--- src/rtl/core/srsc_pkg.sv ---
// ----------------------------------------------------------------------------
// srsc_pkg
// Shared types and constants for the shadow return stack checker.
// ----------------------------------------------------------------------------
package srsc_pkg;

  // fixed widths of the payload ports
  localparam int unsigned FIELD_W = 64;

  // defaults of the top level parameters
  localparam int unsigned STACK_DEPTH_DEF = 64;
  localparam int unsigned ADDR_WIDTH_DEF  = 64;

  // configuration port
  localparam int unsigned CFG_ADDR_W = 3;
  localparam int unsigned CFG_DATA_W = 32;
  localparam int unsigned MODE_W     = 2;

  // register index (byte address / 4)
  localparam logic [0:0] REG_MODE = 1'b0;

  // mode bits
  localparam int unsigned MODE_CHECK_BIT = 0;
  localparam int unsigned MODE_SUBST_BIT = 1;

  // per-item status between the stack and the result register
  typedef struct packed {
    logic checked;
    logic attack;
    logic underflow;
    logic overflow;
  } srsc_flags_t;

endpackage

--- src/rtl/core/srsc_cfg.sv ---
// ----------------------------------------------------------------------------
// srsc_cfg
// APB-style register file holding the mode register.
// ----------------------------------------------------------------------------
module srsc_cfg
  import srsc_pkg::*;
(
  input  logic                  clk_i,
  input  logic                  rst_ni,
  input  logic                  psel,
  input  logic                  penable,
  input  logic                  pwrite,
  input  logic [CFG_ADDR_W-1:0] paddr,
  input  logic [CFG_DATA_W-1:0] pwdata,
  output logic [CFG_DATA_W-1:0] prdata,
  output logic                  pready,
  output logic [MODE_W-1:0]     mode_o
);

  logic [MODE_W-1:0] mode_q;
  logic              sel_mode;
  logic              wr_en;

  // address decode, register index is the word address
  assign sel_mode = (paddr[CFG_ADDR_W-1:2] == REG_MODE);
  assign wr_en    = psel && penable && pwrite && pready;
  assign pready   = 1'b1;

  // mode register
  always_ff @(posedge clk_i or negedge rst_ni) begin
    if (!rst_ni) begin
      mode_q <= '0;
    end else if (wr_en && sel_mode) begin
      mode_q <= pwdata[MODE_W-1:0];
    end
  end

  // read mux
  always_comb begin
    prdata = '0;
    if (sel_mode) begin
      prdata = CFG_DATA_W'(mode_q);
    end
  end

  assign mode_o = mode_q;

endmodule

--- src/rtl/core/srsc_stack.sv ---
// ----------------------------------------------------------------------------
// srsc_stack
// Return-address stack with top pointer, pending-return flag and a
// prefetched pop value, plus the per-item check and substitute logic.
// ----------------------------------------------------------------------------
module srsc_stack
  import srsc_pkg::*;
#(
  parameter int unsigned STACK_DEPTH = STACK_DEPTH_DEF,
  parameter int unsigned ADDR_WIDTH  = ADDR_WIDTH_DEF
) (
  input  logic                  clk_i,
  input  logic                  rst_ni,
  input  logic                  step_i,
  input  logic [MODE_W-1:0]     mode_i,
  input  logic [ADDR_WIDTH-1:0] pc_i,
  input  logic                  call_i,
  input  logic                  ret_i,
  input  logic [ADDR_WIDTH-1:0] raddr_i,
  output logic [ADDR_WIDTH-1:0] eff_pc_o,
  output logic [ADDR_WIDTH-1:0] popped_o,
  output srsc_flags_t           flags_o
);

  localparam int unsigned PTR_W = $clog2(STACK_DEPTH + 1);
  localparam int unsigned IDX_W = $clog2(STACK_DEPTH);

  logic [ADDR_WIDTH-1:0] mem [STACK_DEPTH];

  logic [PTR_W-1:0]      top_q, top_d;
  logic                  pending_q, pending_d;
  logic [ADDR_WIDTH-1:0] rd_q;
  logic [ADDR_WIDTH-1:0] byp_q;
  logic                  byp_valid_q;

  logic                  enabled;
  logic                  pop;
  logic                  under;
  logic                  push;
  logic                  over;
  logic                  push_ok;
  logic [PTR_W-1:0]      top_pop;
  logic [PTR_W-1:0]      rd_ptr;
  logic [ADDR_WIDTH-1:0] popped;

  // pop of the pending return, from the prefetched top entry
  assign enabled = (mode_i != '0);
  assign pop     = enabled && pending_q;
  assign under   = pop && (top_q == '0);
  assign popped  = (pop && !under) ? (byp_valid_q ? byp_q : rd_q) : '0;
  assign top_pop = !pop ? top_q : (under ? '0 : top_q - PTR_W'(1));

  // push of the call's return address, dropped when full
  assign push    = enabled && call_i;
  assign over    = push && (top_pop >= PTR_W'(STACK_DEPTH));
  assign push_ok = push && !over;

  // next pointer and pending flag
  always_comb begin
    top_d     = top_q;
    pending_d = pending_q;
    if (enabled) begin
      top_d     = push_ok ? top_pop + PTR_W'(1) : top_pop;
      pending_d = ret_i;
    end
  end

  assign rd_ptr = top_d - PTR_W'(1);

  // result of this item
  always_comb begin
    eff_pc_o          = pc_i;
    flags_o.checked   = pop;
    flags_o.attack    = 1'b0;
    flags_o.underflow = under;
    flags_o.overflow  = over;
    if (pop) begin
      if (mode_i[MODE_CHECK_BIT]) begin
        flags_o.attack = (pc_i != popped);
      end else begin
        flags_o.attack = (pc_i != '0);
        eff_pc_o       = popped;
      end
    end
  end

  assign popped_o = popped;

  // control state
  always_ff @(posedge clk_i or negedge rst_ni) begin
    if (!rst_ni) begin
      top_q       <= '0;
      pending_q   <= 1'b0;
      byp_valid_q <= 1'b0;
    end else if (step_i && enabled) begin
      top_q     <= top_d;
      pending_q <= pending_d;
      if (ret_i) begin
        byp_valid_q <= push_ok;
      end
    end
  end

  // forwarded push value for a call that also returns
  always_ff @(posedge clk_i) begin
    if (step_i && enabled && ret_i && push_ok) begin
      byp_q <= raddr_i;
    end
  end

  // stack memory write port
  always_ff @(posedge clk_i) begin
    if (step_i && push_ok) begin
      mem[top_pop[IDX_W-1:0]] <= raddr_i;
    end
  end

  // stack memory read port, fetches the entry the next pop will take
  always_ff @(posedge clk_i) begin
    if (step_i && enabled && ret_i) begin
      rd_q <= mem[rd_ptr[IDX_W-1:0]];
    end
  end

endmodule

--- src/rtl/core/shadow_return_stack_checker_unit.sv ---
// ----------------------------------------------------------------------------
// shadow_return_stack_checker_unit
// Shadow call stack that checks or substitutes return targets per code block.
// ----------------------------------------------------------------------------
// One beat per dispatched code block is accepted in every cycle unless the
// output stalls, and each beat gives exactly one result beat through the
// input register, then the result register, so the sustained rate is one
// item per cycle while out_stall_i is low. A return marks the next block for
// a pop, whose entry is read from the stack memory while the returning block
// is processed, so the pop adds no delay. The user must write mode through
// the APB port at byte address 0 only while the block is idle; it does not enforce this.
module shadow_return_stack_checker_unit
  import srsc_pkg::*;
#(
  parameter int unsigned STACK_DEPTH = STACK_DEPTH_DEF,
  parameter int unsigned ADDR_WIDTH  = ADDR_WIDTH_DEF
) (
  input  logic                  clk_i,
  input  logic                  rst_ni,
  // input channel
  input  logic                  in_valid_i,
  output logic                  in_stall_o,
  input  logic [FIELD_W-1:0]    block_pc_i,
  input  logic                  ends_in_call_i,
  input  logic                  ends_in_return_i,
  input  logic [FIELD_W-1:0]    return_addr_i,
  // output channel
  output logic                  out_valid_o,
  input  logic                  out_stall_i,
  output logic [FIELD_W-1:0]    effective_pc_o,
  output logic                  return_checked_o,
  output logic                  attack_flag_o,
  output logic [FIELD_W-1:0]    popped_addr_o,
  output logic                  underflow_o,
  output logic                  overflow_o,
  // configuration port
  input  logic                  psel,
  input  logic                  penable,
  input  logic                  pwrite,
  input  logic [CFG_ADDR_W-1:0] paddr,
  input  logic [CFG_DATA_W-1:0] pwdata,
  output logic [CFG_DATA_W-1:0] prdata,
  output logic                  pready
);

  logic [MODE_W-1:0]     mode;

  logic                  in_valid_q;
  logic [ADDR_WIDTH-1:0] pc_q;
  logic                  call_q;
  logic                  ret_q;
  logic [ADDR_WIDTH-1:0] raddr_q;

  logic                  out_valid_q;
  logic [ADDR_WIDTH-1:0] eff_pc_q;
  logic [ADDR_WIDTH-1:0] popped_q;
  srsc_flags_t           flags_q;

  logic                  advance;
  logic                  in_take;
  logic [ADDR_WIDTH-1:0] eff_pc;
  logic [ADDR_WIDTH-1:0] popped;
  srsc_flags_t           flags;

  // configuration registers
  srsc_cfg u_cfg (
    .clk_i   (clk_i),
    .rst_ni  (rst_ni),
    .psel    (psel),
    .penable (penable),
    .pwrite  (pwrite),
    .paddr   (paddr),
    .pwdata  (pwdata),
    .prdata  (prdata),
    .pready  (pready),
    .mode_o  (mode)
  );

  // handshake: the input beat moves on when the result register is free
  assign advance    = in_valid_q && (!out_valid_q || !out_stall_i);
  assign in_stall_o = in_valid_q && !advance;
  assign in_take    = in_valid_i && !in_stall_o;

  // input register valid
  always_ff @(posedge clk_i or negedge rst_ni) begin
    if (!rst_ni) begin
      in_valid_q <= 1'b0;
    end else if (in_take) begin
      in_valid_q <= 1'b1;
    end else if (advance) begin
      in_valid_q <= 1'b0;
    end
  end

  // input register payload, cut to the address width
  always_ff @(posedge clk_i) begin
    if (in_take) begin
      pc_q    <= block_pc_i[ADDR_WIDTH-1:0];
      call_q  <= ends_in_call_i;
      ret_q   <= ends_in_return_i;
      raddr_q <= return_addr_i[ADDR_WIDTH-1:0];
    end
  end

  // stack and check logic
  srsc_stack #(
    .STACK_DEPTH (STACK_DEPTH),
    .ADDR_WIDTH  (ADDR_WIDTH)
  ) u_stack (
    .clk_i    (clk_i),
    .rst_ni   (rst_ni),
    .step_i   (advance),
    .mode_i   (mode),
    .pc_i     (pc_q),
    .call_i   (call_q),
    .ret_i    (ret_q),
    .raddr_i  (raddr_q),
    .eff_pc_o (eff_pc),
    .popped_o (popped),
    .flags_o  (flags)
  );

  // result register valid
  always_ff @(posedge clk_i or negedge rst_ni) begin
    if (!rst_ni) begin
      out_valid_q <= 1'b0;
    end else if (advance) begin
      out_valid_q <= 1'b1;
    end else if (!out_stall_i) begin
      out_valid_q <= 1'b0;
    end
  end

  // result register payload
  always_ff @(posedge clk_i) begin
    if (advance) begin
      eff_pc_q <= eff_pc;
      popped_q <= popped;
      flags_q  <= flags;
    end
  end

  assign out_valid_o      = out_valid_q;
  assign effective_pc_o   = FIELD_W'(eff_pc_q);
  assign popped_addr_o    = FIELD_W'(popped_q);
  assign return_checked_o = flags_q.checked;
  assign attack_flag_o    = flags_q.attack;
  assign underflow_o      = flags_q.underflow;
  assign overflow_o       = flags_q.overflow;

endmodule

--- config.mk ---
export PLATFORM = sky130hd
export DESIGN_NAME = shadow_return_stack_checker_unit
export DESIGN_NICKNAME = d
export VERILOG_FILES = /design/src/rtl/core/srsc_pkg.sv /design/src/rtl/core/srsc_cfg.sv /design/src/rtl/core/srsc_stack.sv /design/src/rtl/core/shadow_return_stack_checker_unit.sv
export SDC_FILE = /design/constraint.sdc
export NUM_CORES = 2
export LEC_CHECK = 0
export BUFFER_PORTS_ARGS = -buffer_cell sky130_fd_sc_hd__buf_2
export CAP_MARGIN = 0
export CELL_PAD_IN_SITES_DETAIL_PLACEMENT = 1
export CELL_PAD_IN_SITES_GLOBAL_PLACEMENT = 2
export CORE_MARGIN = 5
export CORE_UTILIZATION = 46
export DETAILED_ROUTE_END_ITERATION = 8
export GPL_ROUTABILITY_DRIVEN = 0
export PLACE_DENSITY = 0.72
export SLEW_MARGIN = 10
export SYNTH_ARGS = -nofsm -noshare
export SYNTH_HDL_FRONTEND = slang
export SYNTH_HIERARCHICAL = 1
export SYNTH_SLANG_ARGS = --single-unit
--- constraint.sdc ---
create_clock -name clk_i -period 16.1 [get_ports clk_i]
set_input_delay 3.22 -clock clk_i [delete_from_list [all_inputs] [get_ports clk_i]]
set_output_delay 3.22 -clock clk_i [all_outputs]
set_load 0.01 [all_outputs]
==> run metrics <==
H-tree levels 5; placed insts 12591; vias in the first global route 86440; Worst path max stage delay 0.86 ns; status complete, no violations; max-slew violation count 0; full die area 0.384 mm²; cell with the most instances after synthesis edfxtp_1; Final TNS setup 0 ns; crit start category register; Post-synth top flop edfxtp_1; Worst-path clk slew 0.06 ns; Iter 0 DRT Violations 12215; core area 0.372 mm²; Post-Syn Area 0.171 mm²; Post-synth top cells 4486 x edfxtp_1, 1079 x mux4_2, 303 x mux2i_1, 254 x a22oi_1, 239 x clkbuf_1; slew margin rel. 0.128; sequential cell area 0.135 mm²; Netlist cell types 69; Initial Utilization 0.461; Multi-input gate area 0.0348 mm²; yosys warns 6; initial antenna violation count 14; Leak 61.4 nW; Total GRT Usage 0.257; number of port buffers 275; main area contributors after synthesis edfxtp_1 79%, mux4_2 14%, mux2i_1 1.8%; Power Dens Cells 213 mW/mm²; final hold vios 0; Synth area leader edfxtp_1; Die Width 620 µm; Worst Skew 0.0849 ns; final worst-path cycle share 0.510; TritonCTS Buffers 453; Seq/Total Area, Yosys 0.789; final core occ 0.523; Post-Route WL 499000 µm; # Post-CTS Setup Buffers 0; setup repair after global routing missed its margin no; post-cts repair resize count 0; Yosys top cell area share 0.787; Vias 84905; Area Growth Syn to Fin 13.5%; clk_lat worst skew 1.00 ns; worst-margin pin slew 1.31 ns; largest net degree at the start of global routing 138; GRT overflow 0; drt drc 0; hpwl dp 268000 µm; critical path endpoint category register; Row Count 224; Post-DRT Antenna Nets 0; Layout Nets 8251; post-DR vias/cell 6.32; Worst Path Max Fanout 66; CTS tree yes; first-pass GRT wire length 694000 µm; syn_area_per_cell 23.0 µm²; I/O Pins 339; clock tree sinks 4499; Min Clock Period, post-route 8.22 ns; setup violators final 0; crit-path most repeated cell buf_4; Fmax 122 MHz; worst IR drop on VDD 0.366 mV; CTS Hold Bufs 0; Buffers & Inverters on Critical Path 6; Die Height 620 µm; CP arrival 8.92 ns; per-cell routed wire length 37.2 µm; flops & latches, synth 4499; Syn Inst Count 7455; FILL cells 32003; Pre-antenna DRT Iters 5; Total Power 41.4 mW; share of post-route cells with drive strength above 1 0.284; crit-path leading delay family buffers and inverters; number of synthesized flops with an enable pin 4486; max-cap violation count 0; Finished Layout Cells 13424; Hold WC Path Type reg2reg; CP Class reg2reg; slowest CP cell buf_4; ys async rst share 0.00289; Root Buffer clkbuf_16; CTS Buffer Depth 4; Critical Path RT 16.80 ns; critical path cell sequence inv_1, ha_1, nand2b_1, nor4_1, nor4_2, mux2_4, inv_8, buf_4, buf_4, buf_4, buf_4, mux4_2, a22oi_1, o21ai_0, mux4_2
power breakdown:
part / leakage [nW] / internal, mW / switching [mW] / total, mW
clock network: 6.96 / 5.82 / 4.44 / 10.3
logic: 13.8 / 7.14 / 10.4 / 17.6
registers: 40.7 / 13.4 / 0.136 / 13.6
total: 61.4 / 26.4 / 15.0 / 41.4
registers in the layout, summed over array words and instances, names as in the netlist, 2 cells and up:
| register | count |
|---|---|
| u_cfg/mode_o | 2 |
| u_stack/top_q | 7 |
| popped_addr_o | 64 |
| u_stack/mem | 4096 |
| pc_q | 64 |
| effective_pc_o | 64 |
| u_stack/rd_q | 64 |
| u_stack/byp_q | 64 |
| raddr_q | 64 |
layer usage:
metal | track usage | vias up | part of all wire
met2 | 0.399 | 4720 | 0.47
met5 | 0 | - | 0.000014
li1 | - | 32972 | -
met4 | 0.0725 | 2 | 0.031
met3 | 0.0538 | 828 | 0.10
met1 | 0.372 | 46383 | 0.40
cell families (layout without fill, tap and decap cells):
kind of cell | after synthesis | count (layout) | synth area share
mux | 1413 | 1413 | 0.162
simple gates | 370 | 370 | 0.00977
compound gates | 650 | 650 | 0.0245
xor+xnor | 51 | 51 | 0.00278
buf+inv | 467 | 1431 | 0.0122
other cells | 2 | 35 | 0.0000439
fa+ha+maj | 3 | 3 | 0.000219
flops | 4499 | 4499 | 0.789
layout by cell type, fill, tap and decap left out, types with 16 or more instances in the layout:
cell and n:
a22oi_1 254, buf_2 275, buf_4 282, bufinv_16 35, clkbuf_1 100, clkbuf_16 462, clkinv_1 116, clkinv_2 70
conb_1 31, edfxtp_1 4486, inv_1 31, mux2_2 28, mux2i_1 293, mux4_2 1079, nand2_1 137, nand3_1 16
nand4_1 16, nor2_1 60, nor2_4 67, nor4_1 28, o21ai_0 214, o21ai_1 78, o31ai_1 44, xnor2_1 25
xor2_1 20
stage by stage:
| stage | hold slack (ns) | setup slack (ns) | instance area (µm²) |
|---|---|---|---|
| 2_1_floorplan | 0.467 | 1.83 | 171000 |
| 3_3_place_gp | 0.490 | 7.79 | 180000 |
| 3_5_place_dp | 0.516 | 7.80 | 180000 |
| 4_1_cts | 0.530 | 7.75 | 194000 |
| 5_1_grt | 0.547 | 7.20 | 194000 |
| 6_report | 0.521 | 7.88 | 194000 |
worst reg2reg max path, cell delays in order (launching register included):
cell and delay (ns):
dfrtp_1 0.52, inv_1 0.20, ha_1 0.27, nand2b_1 0.21, nor4_1 0.38, nor4_2 0.14, mux2_4 0.39, inv_8 0.55
buf_4 0.90, buf_4 0.91, buf_4 0.84, buf_4 0.86, mux4_2 0.65, a22oi_1 0.25, o21ai_0 0.30, mux4_2 0.56
worst paths after layout:
kind	from	to	slack [ns]	cells past startpoint
min in group asynchronous	rst_ni	u_cfg/mode_o[0]$_DFFE_PN0P_	2.14	1
hold / removal	in_valid_q$_DFFE_PN0P_	out_valid_o$_DFFE_PN0P_	0.52	1
hold reg to reg	in_valid_q$_DFFE_PN0P_	out_valid_o$_DFFE_PN0P_	0.52	1
max in group asynchronous	rst_ni	u_stack/byp_valid_q$_DFFE_PN0P_	13.63	1
setup / recovery	u_stack/top_q[0]$_DFFE_PN0P_	u_stack/rd_q[29]$_DFFE_PP_	7.88	15
setup reg to reg	u_stack/top_q[0]$_DFFE_PN0P_	u_stack/rd_q[29]$_DFFE_PP_	7.88	15
layout make-up:
cell class,count,share of cell area
Clock buffer,568,0.0619
Inverter,35,0.000767
Antenna cell,4,0.0000515
Sequential cell,4499,0.695
Tap cell,4972,0.0320
Multi-Input combinational cell,2518,0.179
Timing Repair Buffer,569,0.0192
Clock inverter,259,0.0117
Power figures use the tool's default switching activity.
